--- src/rtl/dual_gate_wing_controller_core_macros.svh ---
// Assertion helpers for the gate wing controller
`ifndef DUAL_GATE_WING_CONTROLLER_CORE_MACROS_SVH
`define DUAL_GATE_WING_CONTROLLER_CORE_MACROS_SVH

// same-cycle implication, idle during reset
`define DGWC_ASSERT_SAME(lbl, clk, rst, ante, cons, msg) \
   lbl: assert property (@(posedge clk) disable iff (rst) (ante) |-> (cons)) else $error(msg);

// next-cycle implication, idle during reset
`define DGWC_ASSERT_NEXT(lbl, clk, rst, ante, cons, msg) \
   lbl: assert property (@(posedge clk) disable iff (rst) (ante) |=> (cons)) else $error(msg);

`endif

--- src/rtl/dgwc_pkg.sv ---
package dgwc_pkg;

   // wing states
   localparam logic [2:0] ST_UNKNOWN      = 3'd0;
   localparam logic [2:0] ST_CLOSED       = 3'd1;
   localparam logic [2:0] ST_OPENING      = 3'd2;
   localparam logic [2:0] ST_OPENED       = 3'd3;
   localparam logic [2:0] ST_CLOSING      = 3'd4;
   localparam logic [2:0] ST_STOP_OPENING = 3'd5;
   localparam logic [2:0] ST_STOP_CLOSING = 3'd6;

   // commands; CMD_NONE stands for a command that does nothing
   localparam logic [2:0] CMD_OPEN      = 3'd0;
   localparam logic [2:0] CMD_CLOSE     = 3'd1;
   localparam logic [2:0] CMD_USER_STOP = 3'd2;
   localparam logic [2:0] CMD_NEXT      = 3'd3;
   localparam logic [2:0] CMD_ENDSTOP   = 3'd4;
   localparam logic [2:0] CMD_NONE      = 3'd7;

   // wing select codes; the spare code acts on the left wing
   localparam logic [1:0] SEL_RIGHT = 2'd0;
   localparam logic [1:0] SEL_LEFT  = 2'd1;
   localparam logic [1:0] SEL_BOTH  = 2'd2;
   localparam logic [1:0] SEL_SPARE = 2'd3;

   localparam logic WING_RIGHT = 1'b0;
   localparam logic WING_LEFT  = 1'b1;

   typedef struct packed {
      logic [2:0]         command;
      logic [1:0]         wing_select;
      logic signed [15:0] right_pulse_count;
      logic signed [15:0] left_pulse_count;
   } req_type;

   typedef struct packed {
      logic               wing_id;
      logic [2:0]         leaf_state;
      logic [2:0]         combined_state;
      logic               motor_run;
      logic               motor_dir;
      logic signed [15:0] open_position;
      logic               open_calibrated;
      logic signed [15:0] closed_position;
      logic               closed_calibrated;
      logic               last;
   } rsp_type;

   // everything kept for one wing
   typedef struct packed {
      logic [2:0]         state;
      logic               run;
      logic               dir;
      logic signed [15:0] open_pos;
      logic               open_cal;
      logic signed [15:0] closed_pos;
      logic               closed_cal;
   } wing_rec_type;

   typedef struct packed {
      wing_rec_type rec;
      logic         emit;
   } wing_step_type;

   // result beats handed from the engine to the result queue
   typedef struct packed {
      logic [1:0] count;
      rsp_type    beat0;
      rsp_type    beat1;
   } push_type;

   // two-wing combined state
   function automatic logic [2:0] combine(logic [2:0] r, logic [2:0] l);
      logic [2:0] c;
      if (r == l) begin
         c = r;
      end else if (r == ST_OPENING || l == ST_OPENING) begin
         c = ST_OPENING;
      end else if (r == ST_CLOSING || l == ST_CLOSING) begin
         c = ST_CLOSING;
      end else begin
         c = ST_OPENED;
      end
      return c;
   endfunction

   // one command applied to one wing
   function automatic wing_step_type wing_step(logic [2:0] cmd, wing_rec_type cur,
                                               logic signed [15:0] pcnt);
      wing_step_type res;
      logic [2:0]    eff;
      res.rec  = cur;
      res.emit = 1'b0;
      eff      = cmd;
      // next state resolves to a concrete command
      if (cmd == CMD_NEXT) begin
         case (cur.state)
            ST_OPENED, ST_STOP_OPENING:             eff = CMD_CLOSE;
            ST_CLOSED, ST_STOP_CLOSING, ST_UNKNOWN: eff = CMD_OPEN;
            ST_OPENING, ST_CLOSING:                 eff = CMD_USER_STOP;
            default:                                eff = CMD_NONE;
         endcase
      end
      case (eff)
         CMD_OPEN: begin
            if (cur.state != ST_OPENING) begin
               res.rec.state = ST_OPENING;
               res.rec.run   = 1'b1;
               res.rec.dir   = 1'b0;
               res.emit      = 1'b1;
            end
         end
         CMD_CLOSE: begin
            if (cur.state != ST_CLOSING) begin
               res.rec.state = ST_CLOSING;
               res.rec.run   = 1'b1;
               res.rec.dir   = 1'b1;
               res.emit      = 1'b1;
            end
         end
         CMD_USER_STOP: begin
            if (cur.state == ST_OPENING) begin
               res.rec.state = ST_STOP_OPENING;
            end else if (cur.state == ST_CLOSING) begin
               res.rec.state = ST_STOP_CLOSING;
            end
            res.rec.run = 1'b0;
            res.emit    = 1'b1;
         end
         CMD_ENDSTOP: begin
            // endstop reached: capture position of the travel direction
            if (cur.state == ST_OPENING) begin
               res.rec.state    = ST_OPENED;
               res.rec.open_pos = pcnt;
               res.rec.open_cal = 1'b1;
            end else if (cur.state == ST_CLOSING) begin
               res.rec.state      = ST_CLOSED;
               res.rec.closed_pos = pcnt;
               res.rec.closed_cal = 1'b1;
            end
            res.rec.run = 1'b0;
            res.emit    = 1'b1;
         end
         default: begin
         end
      endcase
      return res;
   endfunction

   // status beat for one wing
   function automatic rsp_type make_beat(logic id, wing_rec_type rec, logic [2:0] comb,
                                         logic is_last);
      rsp_type b;
      b.wing_id           = id;
      b.leaf_state        = rec.state;
      b.combined_state    = comb;
      b.motor_run         = rec.run;
      b.motor_dir         = rec.dir;
      b.open_position     = rec.open_pos;
      b.open_calibrated   = rec.open_cal;
      b.closed_position   = rec.closed_pos;
      b.closed_calibrated = rec.closed_cal;
      b.last              = is_last;
      return b;
   endfunction

endpackage

--- src/rtl/dgwc_engine.sv ---
module dgwc_engine (
   input  logic              clock,
   input  logic              reset,
   input  logic              req_valid,
   output logic              req_ready,
   input  dgwc_pkg::req_type req_data,
   input  logic              room,
   output dgwc_pkg::push_type push
);

   logic                   in_valid_ff;
   dgwc_pkg::req_type      in_ff;
   dgwc_pkg::wing_rec_type wing_ff [2];

   logic                   advance;
   logic                   both;
   logic                   do_right;
   logic                   do_left;
   dgwc_pkg::wing_rec_type left_start;
   dgwc_pkg::wing_step_type right_res;
   dgwc_pkg::wing_step_type left_res;
   dgwc_pkg::rsp_type      right_beat;
   dgwc_pkg::rsp_type      left_beat;

   // input register: refills in the same cycle it drains
   assign advance   = in_valid_ff && room;
   assign req_ready = !in_valid_ff || room;

   always_ff @(posedge clock) begin
      if (reset) begin
         in_valid_ff <= 1'b0;
      end else if (req_valid && req_ready) begin
         in_valid_ff <= 1'b1;
      end else if (advance) begin
         in_valid_ff <= 1'b0;
      end
   end

   always_ff @(posedge clock) begin
      if (req_valid && req_ready) begin
         in_ff <= req_data;
      end
   end

   // which wings the command touches; select three acts on the left wing
   assign both     = (in_ff.wing_select == dgwc_pkg::SEL_BOTH);
   assign do_right = both || (in_ff.wing_select == dgwc_pkg::SEL_RIGHT);
   assign do_left  = both || (in_ff.wing_select == dgwc_pkg::SEL_LEFT)
                     || (in_ff.wing_select == dgwc_pkg::SEL_SPARE);

   // next state on both wings first syncs left state to right
   always_comb begin
      left_start = wing_ff[1];
      if (both && in_ff.command == dgwc_pkg::CMD_NEXT) begin
         left_start.state = wing_ff[0].state;
      end
   end

   always_comb begin
      right_res.rec  = wing_ff[0];
      right_res.emit = 1'b0;
      if (do_right) begin
         right_res = dgwc_pkg::wing_step(in_ff.command, wing_ff[0],
                                         in_ff.right_pulse_count);
      end
      left_res.rec  = left_start;
      left_res.emit = 1'b0;
      if (do_left) begin
         left_res = dgwc_pkg::wing_step(in_ff.command, left_start,
                                        in_ff.left_pulse_count);
      end
   end

   // status beats; right sees left before its update
   assign right_beat = dgwc_pkg::make_beat(dgwc_pkg::WING_RIGHT, right_res.rec,
                          dgwc_pkg::combine(right_res.rec.state, left_start.state),
                          !left_res.emit);
   assign left_beat  = dgwc_pkg::make_beat(dgwc_pkg::WING_LEFT, left_res.rec,
                          dgwc_pkg::combine(right_res.rec.state, left_res.rec.state),
                          1'b1);

   always_comb begin
      push.count = 2'd0;
      push.beat0 = right_res.emit ? right_beat : left_beat;
      push.beat1 = left_beat;
      if (advance) begin
         push.count = {1'b0, right_res.emit} + {1'b0, left_res.emit};
      end
   end

   // wing state registers
   always_ff @(posedge clock) begin
      if (reset) begin
         wing_ff[0] <= '0;
         wing_ff[1] <= '0;
      end else if (advance) begin
         wing_ff[0] <= right_res.rec;
         wing_ff[1] <= left_res.rec;
      end
   end

endmodule

--- src/rtl/dgwc_rsp_queue.sv ---
module dgwc_rsp_queue (
   input  logic               clock,
   input  logic               reset,
   input  dgwc_pkg::push_type push,
   output logic               room,
   output logic               rsp_valid,
   input  logic               rsp_ready,
   output dgwc_pkg::rsp_type  rsp_data
);

   dgwc_pkg::rsp_type mem_ff [4];
   logic [1:0]        wr_ptr_ff;
   logic [1:0]        rd_ptr_ff;
   logic [2:0]        count_ff;
   logic [2:0]        count_in;
   logic              pop;

   // keep space for a two-beat item
   assign room      = (count_ff <= 3'd2);
   assign rsp_valid = (count_ff != 3'd0);
   assign rsp_data  = mem_ff[rd_ptr_ff];
   assign pop       = rsp_valid && rsp_ready;
   assign count_in  = count_ff + {1'b0, push.count} - {2'b00, pop};

   always_ff @(posedge clock) begin
      if (reset) begin
         wr_ptr_ff <= 2'd0;
         rd_ptr_ff <= 2'd0;
         count_ff  <= 3'd0;
      end else begin
         wr_ptr_ff <= wr_ptr_ff + push.count;
         rd_ptr_ff <= rd_ptr_ff + {1'b0, pop};
         count_ff  <= count_in;
      end
   end

   // beat storage
   always_ff @(posedge clock) begin
      if (push.count != 2'd0) begin
         mem_ff[wr_ptr_ff] <= push.beat0;
      end
      if (push.count == 2'd2) begin
         mem_ff[wr_ptr_ff + 2'd1] <= push.beat1;
      end
   end

endmodule

--- src/rtl/dual_gate_wing_controller_core.sv ---
// Flow: a taken command waits in the input register until the result queue has
//   room; it then updates the wing state and its status beats are queued for rsp.
// Throughput: one command per cycle while the result queue has room; the result
//   port carries one beat a cycle; a four-beat queue decouples the two ports.
// Reset: synchronous, active high; wings go to unknown, motors off, positions
//   and calibrated flags cleared, result queue emptied.
`include "dual_gate_wing_controller_core_macros.svh"

module dual_gate_wing_controller_core (
   input  logic              clock,
   input  logic              reset,
   input  logic              req_valid,
   output logic              req_ready,
   input  dgwc_pkg::req_type req_data,
   output logic              rsp_valid,
   input  logic              rsp_ready,
   output dgwc_pkg::rsp_type rsp_data
);

   dgwc_pkg::push_type push;
   logic               room;
   logic               push_any;
   logic               push_one;
   logic               push_pair;
   logic               pair_ok;

   // command decode and wing state
   dgwc_engine u_engine (
      .clock     (clock),
      .reset     (reset),
      .req_valid (req_valid),
      .req_ready (req_ready),
      .req_data  (req_data),
      .room      (room),
      .push      (push)
   );

   // result beat queue
   dgwc_rsp_queue u_queue (
      .clock     (clock),
      .reset     (reset),
      .push      (push),
      .room      (room),
      .rsp_valid (rsp_valid),
      .rsp_ready (rsp_ready),
      .rsp_data  (rsp_data)
   );

   // checks
   assign push_any  = (push.count != 2'd0);
   assign push_one  = (push.count == 2'd1);
   assign push_pair = (push.count == 2'd2);
   assign pair_ok   = (push.beat0.wing_id == dgwc_pkg::WING_RIGHT)
                      && (push.beat1.wing_id == dgwc_pkg::WING_LEFT)
                      && !push.beat0.last && push.beat1.last;

   `DGWC_ASSERT_SAME(a_push_room, clock, reset, push_any, room, "push without room")
   `DGWC_ASSERT_SAME(a_pair_order, clock, reset, push_pair, pair_ok, "bad two-beat order")
   `DGWC_ASSERT_SAME(a_single_last, clock, reset, push_one, push.beat0.last, "single not last")
   `DGWC_ASSERT_NEXT(a_push_visible, clock, reset, push_any, rsp_valid, "beat not offered")

endmodule

--- config.mk ---
export PLATFORM = sky130hd
export DESIGN_NAME = dual_gate_wing_controller_core
export DESIGN_NICKNAME = d
export VERILOG_FILES = /design/src/rtl/dgwc_pkg.sv /design/src/rtl/dgwc_engine.sv /design/src/rtl/dgwc_rsp_queue.sv /design/src/rtl/dual_gate_wing_controller_core.sv
export VERILOG_INCLUDE_DIRS = /design/src /design/src/rtl
export SDC_FILE = /design/constraint.sdc
export NUM_CORES = 1
export LEC_CHECK = 0
export BUFFER_PORTS_ARGS = -buffer_cell sky130_fd_sc_hd__buf_2
export CELL_PAD_IN_SITES_DETAIL_PLACEMENT = 0
export CELL_PAD_IN_SITES_GLOBAL_PLACEMENT = 2
export CORE_MARGIN = 1.5
export CORE_UTILIZATION = 43
export CTS_CLUSTER_SIZE = 28
export DETAILED_ROUTE_END_ITERATION = 12
export HOLD_SLACK_MARGIN = 0.12
export PLACE_DENSITY_LB_ADDON = 0.08
export SLEW_MARGIN = 20
export SYNTH_ARGS = -nofsm -noshare
export SYNTH_HDL_FRONTEND = slang
export SYNTH_SLANG_ARGS = --single-unit
--- constraint.sdc ---
create_clock -name clock -period 5.4 [get_ports clock]
set_input_delay 1.35 -clock clock [delete_from_list [all_inputs] [get_ports clock]]
set_output_delay 1.35 -clock clock [all_outputs]
set_load 0.005 [all_outputs]
Yosys cells after proc, flatten, opt, wreduce, memory -nomap -nowiden
Memory sizes are Yosys's and may differ from the RTL's. A register that Yosys moved wholly into a read port is not among the register bits.
Cells that the tools add are included.
- add/subtract/negate cells: 6
- $lt $le $gt $ge: 1
- equal/unequal tests: 33
- multiplexer cells: 61
- bitwise gates (word level): 2
- reductions and logical operators: 30
- operator list (kind ; number):
    2-to-1 mux 17 bit ; 6
    2-to-1 mux 40 bit ; 2
    2-to-1 mux 39 bit ; 2
    2-to-1 mux 34 bit ; 2
    2-to-1 mux 3 bit ; 19
    2-to-1 mux 44 bit ; 1
    one-hot mux 4 bit (4 select lines) ; 2
    equality test 3 bit (second input constant) ; 10
    equality test 3 x 2 -> 1 bit (second input constant) ; 9
    2-to-1 mux 5 bit ; 4
    one-hot mux 3 bit (3 select lines) ; 2
    2-to-1 mux 1 bit ; 15
    equality test 3 x 1 -> 1 bit (second input constant) ; 4
    zero test 3 bit ; 4
    OR reduction 2 bit ; 6
    logical OR 1 bit ; 8
    equality test 2 bit (second input constant) ; 3
    equality test 3 bit ; 2
    != test 3 x 2 -> 1 bit (second input constant) ; 2
    != test 3 bit (second input constant) ; 2
    one-hot mux 1 bit (3 select lines) ; 2
    OR reduction 3 bit ; 2
    logical AND 1 bit ; 4
    2-to-1 mux 2 bit ; 2
    14 further kinds ; 18
- register bits: 45
- memory bits (writable): 254
- bits of input ports: 41
- output and inout port bits: 46
- logic and storage cells: 143
- memories: 2
- memories (memory ; words ; width ; read ports ; clocked after Yosys merged registers in ; write ports ; line ; text):
    u_queue.mem_ff ; 4 ; 44 ; 1 ; 1 ; 2 ; dgwc_rsp_queue.sv:11 ; dgwc_pkg::rsp_type mem_ff [4];
    u_engine.wing_ff ; 2 ; 39 ; 2 ; 0 ; 2 ; dgwc_engine.sv:13 ; dgwc_pkg::wing_rec_type wing_ff [2];

Logic depth before layout (Yosys ltp)
Gate-level depths: netlist of run 1.
- word-level depth: 18
- gate-level depth with buffers: 18
- gate-level depth less buffers: 15

By module
A second synthesis of run 1 with hierarchy kept.
- cells, all modules: 1056
- area, all modules: 15396.0 um2
- modules (own cells, without submodules) (module ; instances ; cells an instance ; area an instance (um2) ; sequential area each (um2)):
    dgwc_rsp_queue ; 1 ; 470 ; 8959.8 ; 5425.2
    dgwc_engine ; 1 ; 586 ; 6436.2 ; 3443.3

Worst setup path after synthesis of run 1
No wires, ideal clock.
- kind: reg-to-reg
- start: reg u_engine.in_ff[35] (netlist name)
- end: mem u_queue.mem_ff[1][43] (netlist name)
- setup time: 0.121 ns
- arrival time: 4.302 ns
- required time: 5.279 ns
- slack: 0.977 ns
- cell stages (with the launch flop): 17
- path buffers: 4
- clock period less this slack: 4.423 ns
- cells stage by stage: edfxtp_1 buf_2 buf_2 and2_1 a31oi_1 nor2_1 a21oi_1 a21oi_1 o21ai_2 inv_2 clkbuf_1 ha_1 o21ai_0 or2_2 clkbuf_1 nand2_1 o21a_1
- RTL lines (item ; line ; text):
    start, declared ; dgwc_engine.sv:12 ; dgwc_pkg::req_type in_ff;
    start signal, assigned ; dgwc_engine.sv:41 ; in_ff <= req_data;
    end, declared ; dgwc_rsp_queue.sv:11 ;

==> results.toml, run 1 <==
[timing]
hold_slack_ns = 0.4669
fin_ws_ns = 0.9850
slew_headroom_pct = 33.67
fin_tns_setup_ns = 0
fin_worst_skew_ns = 0.02274
max_freq_mhz = 226.5
tightestPinTransition_ns = 0.9925
finalCritPeriodShare_pct = 81.76
finalSetupViolCount = 0
maxSlewViolCount = 0
rsz0062_at_grt = "no"
hold_viol_final = 0
min_period_ns = 4.415

[setup_path]
crit_family = "simple AND/OR/NAND/NOR gates"
crit_fanout = 18
rrSetupSlack_ns = 0.98
cp-end-kind = "register"
ff2ff_path_depth = 12
critPathSlowestCell = "and4bb_1"
cp.required_ns = 5.80
arrival_ns = 4.82
r2r_end = "u_queue.mem_ff[1][0]"
worstPathCellList = "and4bb_1 > nand2_2 > a21oi_2 > nand3b_1 > mux2i_1 > o21ai_0 > ha_1 > o21ai_0 > or2_2 > nand2_2 > buf_12 > o22a_1"
crit_buf_inv = 1
criticalPathCategory = "reg2reg"
startpoint = "u_engine.in_ff[36]"
slowest_delay_ns = 0.65
timing.rr.start = "u_engine.in_ff[36]"
startpoint_type = "register"
cp.depth = 12

[yosys]
yosysUniqueCellTypes = 83
synthXorXnorAreaFrac_pct = 0.7260
ys_seq_area_share_pct = 60.71
synth.avg_cell_area_sq_um = 12.83
synth_edf_count = 282
synthSimpleGateAreaFrac_pct = 9.706
yosys-mux-area-fraction_pct = 11.70
synth_flop_cell = "edfxtp_1"
async_reset_ff_share_pct = 0
syn_area_sq_um = 14480
synth_area_leaders = "edfxtp_1, o22ai_1, mux4_2"
ys_ff_latch = 298
synth.top_cell.area_share_pct = 58.50
synth-compound-area-share_pct = 13.34
synth_top_area_cell = "edfxtp_1"
yosys_warnings = 0
synthAdderAreaFrac_pct = 0.6569
synthesis.nets = 1176
netlist_instances = 1128
synth_top_family_by_area = "compound AO/OA/AOI/OAI gates"

[clock_network]
clkTransAtPathRegs_ns = 0.06
clkLatencyLatePin_ns = 0.52
hold_buffers = 0
numCtsBuffers = 34
cts_max_level = 2
cts_tree = "built"
clock-sinks = 298
clock_path_buffers = 3
cts_root_buffer = "clkbuf_16"
post_cts_buffers = 0
cts_resized = 0

[placed_design]
dp_hpwl_um = 26990
place_area_sq_um = 15430
dp.cells = 1601
place.gp.congestion = 0.8579
io_buffers = 86
dpl_worst_slack_ns = 1.011

[final_layout]
insertedDiodeCount = 0
drive_gt1_share_pct = 21.00
multi_input_area_sq_um = 5269
final_common_cell = "edfxtp_1"
mostFrequentLayoutCells = "edfxtp_1, o22ai_1, nor2_1"
fin_area_sq_um = 16500
area_growth_pct = 13.95
n_fill_cell = 3015
nNetsFinal = 1237
seqCellArea_sq_um = 8793
finish.utilization_pct = 49.44
finalNonFillerCells = 1662

[die]
fp.dieH_um = 186.5
core.rowCount = 67
boundaryPins = 87
dieWidth_um = 186.5
die_area_sq_um = 34770
initial_utilization_pct = 43.39
core_sq_um = 33360

[drt]
ant_nets = 0
dr.pass1.iters = 5
drt_iter0_drc = 1061
via_per_inst = 6.023
wl_per_cell_um = 25.45
drc = 0
vias = 10011
drt_wl_total_um = 42290

[global_route]
grtUsageMet2_pct = 34.57
grt_usage_pct = 24.34
antenna_found_initial = 0
grt_util_met3_pct = 3.893
grt_pass1_wl_um = 63650
grt_util_met1_pct = 38.56
top_usage_layer = "met1"
overflow = 0
grt_max_degree = 54
grt_pass1_vias = 9764

[min_path]
min_from = "u_queue.mem_ff[1][43]"
hold_path_end = "u_queue.mem_ff[1][43]"
hold_path_class = "reg2reg"
whs_path_depth = 1

[job]
drv_cap = 0

[power]
powerDensity_nw_per_um2 = 392.9
p_leak_nw = 6.005
p_total_mw = 6.481
vdd_drop_max_uv = 233.3

[status]
status = "finished clean"
==> cells in the mapped netlist, drive strengths merged (4+ instances only) <==
| master | n |
|---|---|
| o21a | 8 |
| inv | 13 |
| nor4b | 4 |
| o21ai | 21 |
| or3 | 5 |
| nor3 | 7 |
| o22a | 4 |
| clkbuf | 71 |
| nor4 | 4 |
| o211ai | 6 |
| ha | 6 |
| a31oi | 5 |
| a31o | 4 |
| nor2 | 118 |
| nand3 | 6 |
| xnor2 | 9 |
| or2 | 9 |
| dfxtp | 16 |
| and2 | 10 |
| a21oi | 24 |
| buf | 24 |
| nand2b | 11 |
| nor2b | 6 |
| a221oi | 4 |
| a211oi | 4 |
| edfxtp | 282 |
| mux2i | 68 |
| nand2 | 115 |
| mux4 | 44 |
| o22ai | 165 |
==> per-layer routing <==
layer | up-vias | share of wire [%]
met5 | - | 0
met3 | 55 | 7.3
met1 | 4990 | 48
met4 | 0 | 2.0
li1 | 4557 | -
met2 | 409 | 43
==> worst max-delay path by stage <==
stage / end / slack, ns
finish: u_queue.mem_ff[1][0] / 0.98
global route: u_queue.mem_ff[1][0] / 0.65
CTS: u_queue.mem_ff[1][0] / 0.99
detailed placement: u_queue.mem_ff[1][0] / 1.01
global placement: u_queue.mem_ff[1][43] / 1.16
floorplan: u_queue.mem_ff[1][43] / 0.98
==> layout make-up <==
class | instances | share of cell area (%)
clock buffer | 43 | 5.552
clock inverter | 18 | 0.8950
inverter | 13 | 0.2958
multi-input combinational | 722 | 31.94
sequential | 298 | 53.31
tap | 448 | 3.398
timing repair buffer | 120 | 4.612
==> where the power goes <==
group | switching (mW) | leakage, nW | internal, mW
Clock | 0.932 | 0.515 | 1.30
Combinational | 0.761 | 2.37 | 0.569
Sequential | 0.202 | 3.12 | 2.71
==> cell families after synthesis <==
family,after synthesis
AOI/OAI and AO/OA,281
xor gates and xnor gates,12
adders and majority gates,7
buffers and inverters,108
DFF,298
muxes,114
and+or+nand+nor,308
==> state kept, by name, indices dropped and copies added (netlist names) <==
signal                cells
u_queue.rd_ptr_ff         2
u_queue.mem_ff          176
u_engine.wing_ff         77
u_engine.in_ff           37
u_queue.wr_ptr_ff         2
u_engine.in_valid_ff      1
u_queue.count_ff          3
Power figures use the tool's default switching activity.
==> inputs of run 2 (changes only) <==
==> constraint.sdc (replaced) <==
create_clock -name clock -period 4.1 [get_ports clock]
set_input_delay 1.025 -clock clock [delete_from_list [all_inputs] [get_ports clock]]
set_output_delay 1.025 -clock clock [all_outputs]
set_load 0.005 [all_outputs]
==> run 2 against run 1 <==
Critical path depth fell by 2. Sequential power rose by 29%. Sequential cell count did not move. Cell area rose by 0.89%. First-iteration DRC count rose by 6.6%. Register-to-register slack got worse by 0.70 ns. Power rose by 32%. Via count rose by 0.99%. Count of clock-buffer cells in the layout rose by 1. Routed wire length barely moved. Non-clock buffer count rose by 20. Largest power group unchanged.
==> results.toml, run 2 (synthesis results as in run 1) <==
[global_route]
antenna_found_initial = 0
grt_max_degree = 45
overflow = 0
grt_usage_pct = 24.06
grt_pass1_wl_um = 62980
grt_pass1_vias = 9680

[drt]
ant_nets = 0
via_per_inst = 6.018
drt_wl_total_um = 42280
vias = 10110
drc = 0
wl_per_cell_um = 25.17
drt_iter0_drc = 1131
dr.pass1.iters = 5

[timing]
fin_worst_skew_ns = 0.02397
rsz0062_at_grt = "no"
hold_viol_final = 0
finalSetupViolCount = 0
min_period_ns = 3.817
max_freq_mhz = 262.0
finalCritPeriodShare_pct = 93.11
tightestPinTransition_ns = 0.8661
fin_tns_setup_ns = 0
maxSlewViolCount = 0
slew_headroom_pct = 41.99

[placed_design]
place.gp.congestion = 0.8456
io_buffers = 86
dp_hpwl_um = 27870

[min_path]
whs_path_depth = 1
hold_path_class = "reg2reg"

[power]
powerDensity_nw_per_um2 = 513.7
p_leak_nw = 6.112
power_frac_clock_pct = 34.1
pwr-share-comb_pct = 21.7
p_total_mw = 8.550
pwr-share-seq_pct = 44.3
vdd_drop_max_uv = 343.3
cellInternalPower_mw = 6.057
swShare_pct = 29.16
p_sw_mw = 2.493

[die]
core.rowCount = 67
die_area_sq_um = 34770
core_sq_um = 33360
initial_utilization_pct = 43.39
dieWidth_um = 186.5
boundaryPins = 87
fp.dieH_um = 186.5

[setup_path]
cp.depth = 10
cp.required_ns = 4.33
cp-end-kind = "register"
crit_fanout = 17
slowest_delay_ns = 0.62
ff2ff_path_depth = 10
critPathSlowestCell = "edfxtp_1"
startpoint_type = "register"
crit_family = "compound AO/OA/AOI/OAI gates"
criticalPathCategory = "reg2reg"
worstPathCellList = "nor2_1 > nor4_1 > o31ai_1 > mux2i_1 > o21ai_0 > ha_1 > o21ai_1 > or2_2 > o21a_1 > o22ai_1"
arrival_ns = 4.05
crit_buf_inv = 0

[clock_network]
cts_max_level = 2
clock_path_buffers = 3
clock-sinks = 298
clkTransAtPathRegs_ns = 0.06
numCtsBuffers = 34
clkLatencyLatePin_ns = 0.51
hold_buffers = 0
cts_tree = "built"
cts_root_buffer = "clkbuf_16"

[final_layout]
insertedDiodeCount = 0
nNetsFinal = 1257
largestRegisters = "u_queue.mem_ff: 176 flops, u_engine.wing_ff: 77 flops, u_engine.in_ff: 37 flops"
largest_register_ffs = 176
mostFrequentLayoutCells = "edfxtp_1, o22ai_1, nor2_1"
area_growth_pct = 14.96
largest-register = "u_queue.mem_ff"
final_common_cell = "edfxtp_1"
drive_gt1_share_pct = 22.24

[status]
status = "finished clean"

[job]
drv_cap = 0
==> run 2: power groups by stage <==
| stage | logic [mW] | registers (mW) | clock network, mW |
|---|---|---|---|
| 2_1_floorplan | 1.29 | 3.69 | 0 |
| 3_3_place_gp | 1.85 | 3.85 | 0 |
| 3_5_place_dp | 1.85 | 3.85 | 0 |
| 4_1_cts | 1.86 | 3.79 | 2.97 |
| 5_1_grt | 2.01 | 3.81 | 3.08 |
| 6_report | 1.85 | 3.78 | 2.91 |
==> run 2: worst paths after layout <==
kind / start / end / slack, ns
worst max register to register: u_engine.wing_ff[0][37] / u_queue.mem_ff[3][39] / 0.28
worst max-delay path: u_engine.wing_ff[0][37] / u_queue.mem_ff[3][39] / 0.28
worst min register to register: u_queue.mem_ff[3][43] / u_queue.mem_ff[3][43] / 0.47
worst min-delay path: u_queue.mem_ff[3][43] / u_queue.mem_ff[3][43] / 0.47
==> run 2: area by class of cell <==
class                   instances  area (sq um)
flip-flops and latches        298          8793
fillers                      3049         16720
clock inverters                15         127.6
clock buffers                  44         909.6
well taps                     448         560.5
inverters                      13         48.80
multi-input cells             722          5266
repair buffers                140         935.9
==> run 2: metrics by stage <==
step / std cells / instance area, sq um / utilization, % / worst slack, ns / hold WS [ns]
2_1_floorplan: 1128 / 14490 / - / 0.08335 / 0.4310
3_3_place_gp: 1621 / 15600 / 46.77 / 0.2970 / 0.4421
3_5_place_dp: 1621 / 15600 / 46.77 / 0.1733 / 0.4501
4_1_cts: 1680 / 16640 / 49.88 / 0.1511 / 0.4627
5_1_grt: 1680 / 16640 / 49.88 / 0.004617 / 0.4853
6_report: 1680 / 16640 / 49.88 / 0.2827 / 0.4660
==> run 2: worst reg2reg max path, cell delays in order, from the launching register on <==
cell      delay (ns)
edfxtp_1        0.62
nor2_1          0.30
nor4_1          0.10
o31ai_1         0.44
mux2i_1         0.30
o21ai_0         0.14
ha_1            0.36
o21ai_1         0.31
or2_2           0.35
o21a_1          0.44
o22ai_1         0.19
==> run 2: per-layer routing <==
layer  up-vias  global-route usage (%)  part of all wire, %
met1      5026                   37.36                   47
met5         -                       0                    0
met4         0                   5.211                  1.5
met3        46                   3.987                  7.3
li1       4604                       -                    -
met2       434                   35.43                   44
==> run 2: repair_timing <==
| item | CTS | global route |
|---|---|---|
| resized for setup | 0 | 1 |
| endpoints found under the hold margin | 0 | 0 |
| setup buffers | 0 | 0 |
| endpoints found under the setup margin | 0 | 108 |
